===== src/rtl/dctd_pkg.sv =====
// ----------------------------------------------------------------------------
// dctd_pkg: shared types and constants for the divisor counter
// Sizes of the sieve and prime table, state encoding.
// ----------------------------------------------------------------------------
package dctd_pkg;

  localparam int PRIME_LIMIT = 65536;
  localparam int PRIME_SLOTS = 6542;
  localparam int MARK_AW     = $clog2(PRIME_LIMIT);
  localparam int SLOT_AW     = $clog2(PRIME_SLOTS);
  localparam int FOUND_W     = $clog2(PRIME_SLOTS + 1);
  localparam int VALUE_W     = 32;
  localparam int COUNT_W     = 11;
  localparam int EXP_W       = 6;
  localparam int PRIME_W     = MARK_AW;

  typedef enum logic [3:0] {
    ST_CLEAR,
    ST_SCAN_RD,
    ST_SCAN_CHK,
    ST_MARK,
    ST_IDLE,
    ST_FETCH,
    ST_LOAD,
    ST_DIV,
    ST_ACC,
    ST_NEXT,
    ST_OUT
  } state_t;

endpackage


===== src/rtl/dctd_mul.sv =====
// ----------------------------------------------------------------------------
// dctd_mul: divisor count accumulator
// Registered multiply of the running count by (exponent + 1); init sets it to one, dbl doubles it.
// ----------------------------------------------------------------------------
module dctd_mul (
  input  logic                          clk,
  input  logic                          init,
  input  logic                          acc,
  input  logic                          dbl,
  input  logic [dctd_pkg::EXP_W-1:0]    exponent,
  output logic [dctd_pkg::COUNT_W-1:0]  count
);
  import dctd_pkg::*;

  logic [COUNT_W+EXP_W:0] prod;

  assign prod = count * (EXP_W'(exponent) + 7'd1);

  always_ff @(posedge clk) begin
    if (init) begin
      count <= COUNT_W'(1);
    end else if (acc) begin
      count <= prod[COUNT_W-1:0];
    end else if (dbl) begin
      count <= {count[COUNT_W-2:0], 1'b0};
    end
  end

endmodule


===== config.mk =====
export PLATFORM = sky130hd
export DESIGN_NAME = dctd_mul
export DESIGN_NICKNAME = d
export VERILOG_FILES = /design/src/rtl/dctd_pkg.sv /design/src/rtl/dctd_mul.sv
export SDC_FILE = /design/constraint.sdc
export NUM_CORES = 1
export LEC_CHECK = 0
export ABC_AREA = 1
export BUFFER_PORTS_ARGS = -buffer_cell sky130_fd_sc_hd__buf_4
export CORE_MARGIN = 2
export CORE_UTILIZATION = 35
export DETAILED_ROUTE_END_ITERATION = 10
export GPL_TIMING_DRIVEN = 0
export SLEW_MARGIN = 20
export SYNTH_ARGS = -nofsm -noshare
export SYNTH_HDL_FRONTEND = slang
export SYNTH_SLANG_ARGS = --single-unit

===== constraint.sdc =====
create_clock -name clk -period 6.89 [get_ports clk]
set_clock_uncertainty 0.15 [all_clocks]
set_input_delay 1.378 -clock clk [delete_from_list [all_inputs] [get_ports clk]]
set_output_delay 1.378 -clock clk [all_outputs]
set_load 0.1 [all_outputs]

==> results.ini <==
[worst_setup_path]
cp.required_ps=6860
critPathArrivalTime_ps=5720
worstPathMaxFanout=6
r2r_start=count[3]
reg2reg_to=count[10]
worst-r2r-setup-slack_ps=2460
ff2ff_path_depth=16
critPathKind=in2reg
end_kind=flop
worstSetupStartpointType=input port

[finish]
drive_above_1_share=0.108
antennaDiodeCount=0
reg_top3=count x11
largest_register_ff_count=11
top_register=count
fin_cells=418
final-seq-area_um2=220
final_common_cell=nand2_1
nets=399
final_cell_mix=85 x nand2_1, 78 x inv_1, 36 x nor2_1
multiInputGateArea_mm2=0.00160
fillers=644
fin_area_mm2=0.00242
syn_to_final_growth_pct=12.7

[pwr]
power_density_mw_per_mm2=292
pwr-share-comb=0.750
ir_drop_mv=0.217
p_int_mw=0.288
p_leak_nw=1.35
power.net_switching_mw=0.421
pwr-share-clk=0.100
swShare=0.594
power_frac_seq=0.150

[drt]
dr.pass1.iters=4
drc=0
totalWireLength_mm=5.22
drt_iter0_markers=88
wl_per_cell_um=12.5
vias=1954
ant_nets=0
routed_via_density=4.67

[floorplan]
start_util=0.363
core_area_mm2=0.00592
die_area_mm2=0.00679
io-pin-count=21
die_width_um=82.4
die_y_um=82.4
num_rows=28

[cts]
clock-root-buffer=clkbuf_8
clkLatencyLatePin_ps=250
cts_setup_buffers=0
htree_levels=1
cts_buffers=3
cts_tree=yes
cts.clk_slew.worst_paths_ps=60
clock_sinks=11
post_cts_resized=0
clockBufferDepth=2
cts_hold_buffers=0

[place]
io_buffers=18
place_congestion=0.875
dp.final_hpwl_mm=4.37
placed_area_mm2=0.00238
dp.cells=414

[sta]
finalHoldViolations=0
rsz0062_at_grt=no
period_minus_slack_ps=5760
maxSlewViolCount=0
min_period_over_period=0.835
tns_ps=0
setup_violations=0
fmax_mhz=174
tightest_slew_ps=643
max_slew_margin=0.570

[yosys]
synthDistinctLibCells=28
seq_area_frac_synth=0.102
netlist_area_mm2=0.00215
synth_fp_nets=376
synth_seq_cells=11
netlist_instances=321
yosys_warnings=0
avgSynthCellArea_um2=6.70

[job]
cap_violations=0

[min_path]
hp-class=reg2reg
worstHoldStart=count[9]
whs_endpoint=count[9]
holdPathStages=2

[grt]
grt.total_usage=0.173
grt_remaining_overflow=0
grt_max_degree=11
grt_pass1_vias=1858
grt_pass1_wl_mm=8.89
grt_antenna_before_repair=0

[status]
outcome=complete, no violations

## metrics by stage
stage / util / setup WS (ps) / total power [mW] / hold WS [ps]
floorplan: - / 1420 / 0.523 / 776
global placement: 0.402 / 910 / 0.633 / 347
detailed placement: 0.402 / 895 / 0.641 / 351
CTS: 0.410 / 1140 / 0.716 / 362
global route: 0.410 / 821 / 0.786 / 384
finish: 0.410 / 1130 / 0.708 / 359
## final cells by class
cell class / count / share of cell area
Buffer: 4 / 0.00877
Clock buffer: 4 / 0.0186
Inverter: 83 / 0.128
Multi-Input combinational cell: 223 / 0.659
Sequential cell: 11 / 0.0908
Tap cell: 75 / 0.0387
Timing Repair Buffer: 18 / 0.0557
## routing by layer
| layer | global-route usage | part of all wire | wire, µm | vias up |
|---|---|---|---|---|
| met3 | 0.0337 | 0.052 | 271 | 7 |
| li1 | - | - | - | 1008 |
| met4 | 0.0300 | 0.0098 | 51 | 0 |
| met1 | 0.241 | 0.47 | 2470 | 897 |
| met2 | 0.281 | 0.46 | 2420 | 42 |
| met5 | 0 | 0 | 0 | - |
## power groups by stage
| stage | sequential [mW] | combinational, mW | clock, mW |
|---|---|---|---|
| after floorplan | 0.211 | 0.312 | 0 |
| after detailed placement | 0.108 | 0.533 | 0 |
| after CTS | 0.107 | 0.536 | 0.0731 |
| after global placement | 0.108 | 0.525 | 0 |
| final | 0.106 | 0.531 | 0.0709 |
| after global routing | 0.109 | 0.600 | 0.0763 |
## worst max-delay path by stage
stage / startpoint / to / slack [ps] / cells past startpoint
floorplan: exponent[0] / count[9] / 1420 / 22
global placement: exponent[0] / count[9] / 910 / 22
detailed placement: exponent[0] / count[10] / 890 / 23
CTS: exponent[0] / count[10] / 1140 / 23
global route: exponent[0] / count[9] / 820 / 22
finish: exponent[0] / count[9] / 1130 / 22
## worst max-delay path, stage by stage
cell and delay, ps:
buf_4 140, ha_1 200, nand2_1 90, inv_2 60
nand2_1 70, nor2_1 220, nand2_1 120, fa_1 540
fa_1 550, inv_1 50, fa_1 530, inv_1 50
fa_1 520, inv_1 40, ha_1 350, inv_1 70
o21ai_0 160, nand3_1 90, o211ai_1 120, xor2_1 90
o21ai_0 180, a21oi_1 80
## Yosys cell counts (all sizes together)
master / n / area share
o21ai: 11 / 0.026
xnor2: 1 / 0.0041
o31ai: 1 / 0.0035
o211ai: 1 / 0.0035
a21oi: 8 / 0.020
nand2: 88 / 0.16
fa: 27 / 0.25
inv: 83 / 0.14
nand4: 4 / 0.012
ha: 18 / 0.10
a31oi: 7 / 0.020
nor2: 37 / 0.072
o221ai: 3 / 0.012
nand3: 13 / 0.035
buf: 4 / 0.0099
a211oi: 1 / 0.0035
dfxtp: 11 / 0.10
xor2: 3 / 0.016
## logic make-up after synthesis
logic type,after synthesis,synth area share
simple gates,142,0.278
flops,11,0.102
fa+ha+maj,45,0.356
xor+xnor,4,0.0198
compound gates,32,0.0890
buf+inv,87,0.155
No activity file was read; power rests on OpenSTA's default activity.
