## config.mk

```make
export PLATFORM = sky130hd
export DESIGN_NAME = dctd_divider
export DESIGN_NICKNAME = d
export VERILOG_FILES = /design/src/rtl/dctd_pkg.sv /design/src/rtl/dctd_divider.sv
export SDC_FILE = /design/constraint.sdc
export NUM_CORES = 1
export LEC_CHECK = 0
export BUFFER_PORTS_ARGS = -buffer_cell sky130_fd_sc_hd__buf_2
export CAP_MARGIN = 20
export CORE_MARGIN = 2
export CORE_UTILIZATION = 55
export CTS_CLUSTER_SIZE = 24
export DETAILED_ROUTE_END_ITERATION = 7
export HOLD_SLACK_MARGIN = 0.15
export PLACE_DENSITY = 0.8
export SETUP_SLACK_MARGIN = 0.05
export SKIP_LAST_GASP = 1
export SLEW_MARGIN = 40
export SYNTH_ARGS = -nofsm -noshare
export SYNTH_HDL_FRONTEND = slang
export SYNTH_SLANG_ARGS = --single-unit
```

## constraint.sdc

```tcl
create_clock -name clk -period 5.3 [get_ports clk]
set_input_delay 0.795 -clock clk [delete_from_list [all_inputs] [get_ports clk]]
set_output_delay 0.795 -clock clk [all_outputs]
set_load 0.02 [all_outputs]
```

## src/rtl/dctd_pkg.sv

```systemverilog
// ----------------------------------------------------------------------------
// dctd_pkg: shared types and constants for the divisor counter
// Sizes of the sieve and prime table, state encoding.
// ----------------------------------------------------------------------------
package dctd_pkg;

  localparam int PRIME_LIMIT = 65536;
  localparam int PRIME_SLOTS = 6542;
  localparam int MARK_AW     = $clog2(PRIME_LIMIT);
  localparam int SLOT_AW     = $clog2(PRIME_SLOTS);
  localparam int FOUND_W     = $clog2(PRIME_SLOTS + 1);
  localparam int VALUE_W     = 32;
  localparam int COUNT_W     = 11;
  localparam int EXP_W       = 6;
  localparam int PRIME_W     = MARK_AW;

  typedef enum logic [3:0] {
    ST_CLEAR,
    ST_SCAN_RD,
    ST_SCAN_CHK,
    ST_MARK,
    ST_IDLE,
    ST_FETCH,
    ST_LOAD,
    ST_DIV,
    ST_ACC,
    ST_NEXT,
    ST_OUT
  } state_t;

endpackage

```

## src/rtl/dctd_divider.sv

```systemverilog
// ----------------------------------------------------------------------------
// dctd_divider: radix-2 restoring divider
// 32-bit dividend by 16-bit divisor, one quotient bit per cycle.
// ----------------------------------------------------------------------------
module dctd_divider (
  input  logic                     clk,
  input  logic                     rst,
  input  logic                     start,
  input  logic [dctd_pkg::VALUE_W-1:0] dividend,
  input  logic [dctd_pkg::PRIME_W-1:0] divisor,
  output logic                     done,
  output logic [dctd_pkg::VALUE_W-1:0] quotient,
  output logic                     rem_zero
);
  import dctd_pkg::*;

  logic               busy;
  logic [VALUE_W-1:0] quo;
  logic [PRIME_W:0]   rem;
  logic [PRIME_W-1:0] dsr;
  logic [5:0]         cnt;
  logic [PRIME_W:0]   trial;
  logic [PRIME_W:0]   diff;

  assign trial = {rem[PRIME_W-1:0], quo[VALUE_W-1]};
  assign diff  = trial - {1'b0, dsr};

  always_ff @(posedge clk) begin
    if (rst) begin
      busy <= 1'b0;
      done <= 1'b0;
      cnt  <= '0;
    end else begin
      done <= 1'b0;
      if (start) begin
        busy <= 1'b1;
        cnt  <= 6'(VALUE_W);
        quo  <= dividend;
        dsr  <= divisor;
        rem  <= '0;
      end else if (busy) begin
        if (trial >= {1'b0, dsr}) begin
          rem <= diff;
          quo <= {quo[VALUE_W-2:0], 1'b1};
        end else begin
          rem <= trial;
          quo <= {quo[VALUE_W-2:0], 1'b0};
        end
        cnt <= cnt - 6'd1;
        if (cnt == 6'd1) begin
          busy <= 1'b0;
          done <= 1'b1;
        end
      end
    end
  end

  assign quotient = quo;
  assign rem_zero = (rem == '0);

endmodule

```

==> impl_metrics.tcl <==
set metrics [dict create \
    slowest_stage "fa_1" \
    cts_buffer_depth 2 \
    grt_overflow 0 \
    hold_path.class "reg2reg" \
    path_cells "inv_1 -> ha_1 -> fa_1 -> nor2b_1 -> o31a_1 -> o211ai_1 -> or3_1 -> a41o_1" \
    crit_path_end "rem[16]$_SDFFCE_PP0P_" \
    fin_util 0.667 \
    cp.depth 8 \
    tightest_slew_ns 0.648 \
    syn_inst 363 \
    clkSinkCount 73 \
    die_area_mm2 0.00820 \
    yosysSeqAreaShare 0.513 \
    criticalPathCategory "reg2reg" \
    area_delta_synth_final_pct 17.4 \
    post_cts.repair.setup_buffers 0 \
    p_leak_nw 1.93 \
    final_cell_area_mm2 0.00483 \
    stdcell_count 552 \
    antenna_cells 0 \
    drtIter0Drc 205 \
    grt_pass1_wl_um 14800 \
    synth.cell_area_mm2 0.00412 \
    slew_violations 0 \
    synth_xor_xnor_area_share 0.0149 \
    async_flop_share 0 \
    finalHoldViolCount 0 \
    cts_buffers 9 \
    final_nets 518 \
    cts_hold_buf 0 \
    use_met3 0.0609 \
    endpoint_kind "flop" \
    synth_edf_count 65 \
    cp_slowest_stage_delay_ns 0.43 \
    rsz0062_at_grt "false" \
    grt_max_degree 57 \
    core_area_mm2 0.00725 \
    cts_root_buf "clkbuf_8" \
    slew_headroom 0.568 \
    setup_tns_ns 0 \
    place_hpwl_um 6500 \
    synth_cell_types 62 \
    vias 3194 \
    ctsResizeCount 0 \
    fin_skew_ns 0.0112 \
    cts_tree "done" \
    port_buffers 84 \
    h-tree-depth 3 \
    dieHeight_um 90.5 \
    die_width_um 90.5 \
    synth_compound_area_frac 0.153 \
    gp_congestion 0.867 \
    setup_violations 0 \
    grt.busiest_layer "met2" \
    ir_drop_mv 0.201 \
    maxCapViolCount 0 \
    wl_per_cell_um 16.3 \
    synth_mux_area_frac 0.0923 \
    ys_warn_count 0 \
    synthesis.nets 433 \
    synthAdderAreaFrac 0.0595 \
    rr_endpoint "rem[16]$_SDFFCE_PP0P_" \
    drive_gt1_frac 0.331 \
    critPathMaxFanout 5 \
    synth-simple-area-share 0.122 \
    fin_crit_sh 0.501 \
    fillers 564 \
    dp.cells 536 \
    status "completed" \
    vias_per_cell 5.79 \
    first_pass_iters 5 \
    pre_cts_slack_ns 2.74 \
    critPathLaunch "quotient[31]$_DFFE_PP_" \
    cp-start-kind "flop" \
    dominantRegCellSynth "edfxtp_1" \
    holdPathStages 2 \
    antenna_left 0 \
    synth_top_family_by_area "compound AO/OA/AOI/OAI gates" \
    placed_area_mm2 0.00466 \
    ff2ff_path_depth 8 \
    drc 0 \
    initial_utilization 0.568 \
    crit_arrival_ns 2.77 \
    pwr_density_cell_mw_per_mm2 304 \
    rr_startpoint "quotient[31]$_DFFE_PP_" \
    ff2ff_setup_slack_ns 2.64 \
    rows 31 \
    routed_wl_um 8990 \
    antenna_found_initial 0 \
    synth.avg_cell_area_um2 11.3 \
    clk_latency_ns 0.35 \
    cts.clk_slew.worst_paths_ns 0.09 \
    synth_seq_cells 73 \
    grt_use_met1 0.307 \
    grt.total_usage 0.227 \
    critPathRequiredTime_ns 5.41 \
    first_global_vias 3025 \
    timing.fmax_mhz 376 \
    path_buf_inv 1 \
    met2_usage 0.352 \
    worst_slack_ns 2.64 \
    io_pins 85 \
    finalCriticalPeriod_ns 2.66 \
    crit_family "compound AO/OA/AOI/OAI gates" \
]
==> Yosys cell counts (3+ instances only) <==
| cell type | instances | area [um^2] |
|---|---|---|
| a21o_1 | 4 | 30.0 |
| and3_1 | 3 | 18.8 |
| mux2_2 | 32 | 360 |
| or3_1 | 5 | 31.3 |
| xnor2_1 | 5 | 43.8 |
| o21a_1 | 6 | 45.0 |
| dfxtp_1 | 8 | 160 |
| nor3_1 | 9 | 45.0 |
| a211oi_1 | 5 | 37.5 |
| edfxtp_1 | 65 | 1950 |
| o21bai_1 | 3 | 22.5 |
| buf_1 | 3 | 11.3 |
| nand3_1 | 14 | 70.1 |
| nor2b_1 | 4 | 25.0 |
| ha_1 | 18 | 225 |
| nor2_1 | 25 | 93.8 |
| o21ai_1 | 3 | 15.0 |
| a21oi_1 | 27 | 135 |
| clkbuf_1 | 4 | 15.0 |
| nand2b_1 | 4 | 25.0 |
| inv_1 | 26 | 97.6 |
| nand2_1 | 14 | 52.6 |
| o21ai_0 | 17 | 85.1 |
| o211ai_1 | 6 | 45.0 |
| nor4_1 | 6 | 37.5 |
| buf_2 | 4 | 20.0 |
==> placed cells by master (no fill, tap or decap), types with 3 or more instances in the layout <==
cell      Yosys  routed
xnor2_1       5       5
nor2b_1       4       4
mux2_2       32      32
nand3_1      14      14
a21o_1        4       4
o21ai_0      17      17
nand2b_1      4       4
clkbuf_8      0       9
nor4_1        6       6
o21a_1        6       6
edfxtp_1     65      65
inv_6         0       3
a211oi_1      5       5
buf_2         4      84
o21bai_1      3       3
nor3_1        9       9
a21oi_1      27      27
dfxtp_1       8       8
o211ai_1      6       6
o21ai_1       3       3
nand2_1      14      14
ha_1         18      18
buf_4         1       3
or3_1         5       5
nor2_1       25      24
inv_1        26      26
and3_1        3       3
==> area by class of cell <==
cell class                      instances  area [um^2]  area share
Tap cell                               99          124      0.0256
Clock inverter                          7         53.8      0.0111
Multi-Input combinational cell        249         1830       0.378
Clock buffer                            9          124      0.0256
Sequential cell                        73         2110       0.437
Inverter                               26         97.6      0.0202
Timing Repair Buffer                   89          498       0.103
==> report_power, final <==
part / internal (mW) / switching (mW) / leakage [nW]
sequential: 0.681 / 0.0273 / 0.687
combinational: 0.152 / 0.206 / 1.16
clock: 0.174 / 0.228 / 0.0843
==> per-stage QoR <==
stage / total power [mW] / hold slack, ns
2_1_floorplan: 0.979 / 0.469
3_3_place_gp: 1.06 / 0.482
3_5_place_dp: 1.07 / 0.519
4_1_cts: 1.47 / 0.532
5_1_grt: 1.54 / 0.564
6_report: 1.47 / 0.526
==> state kept, by name (all words and copies together), names as in the netlist <==
name	count
cnt	6
busy	1
quotient	32
rem	17
dsr	16
done	1
==> worst min-delay path, stage by stage, from the launching register on <==
cell and delay [ns]:
dfxtp_1 0.34, nand2_1 0.08, a21oi_1 0.06
==> routing by layer <==
metal  up-vias  part of all wire
li1       1545                 -
met1      1500              0.44
met2       132              0.46
met3        17             0.073
met4         0             0.020
met5         -                 0
==> logic make-up after synthesis <==
kind of cell	Yosys count
xor+xnor	7
buf+inv	41
mux	34
compound gates	93
flops	73
simple gates	96
fa+ha+maj	19
==> worst min path at each step <==
stage	to	startpoint
finish	cnt[0]$_SDFFE_PP0P_	cnt[0]$_SDFFE_PP0P_
global route	cnt[0]$_SDFFE_PP0P_	cnt[0]$_SDFFE_PP0P_
CTS	cnt[0]$_SDFFE_PP0P_	cnt[0]$_SDFFE_PP0P_
detailed placement	cnt[0]$_SDFFE_PP0P_	cnt[0]$_SDFFE_PP0P_
global placement	cnt[1]$_SDFFE_PP0P_	cnt[1]$_SDFFE_PP0P_
floorplan	cnt[0]$_SDFFE_PP0P_	cnt[0]$_SDFFE_PP0P_
Note: power is estimated with default switching activity, not from simulation.
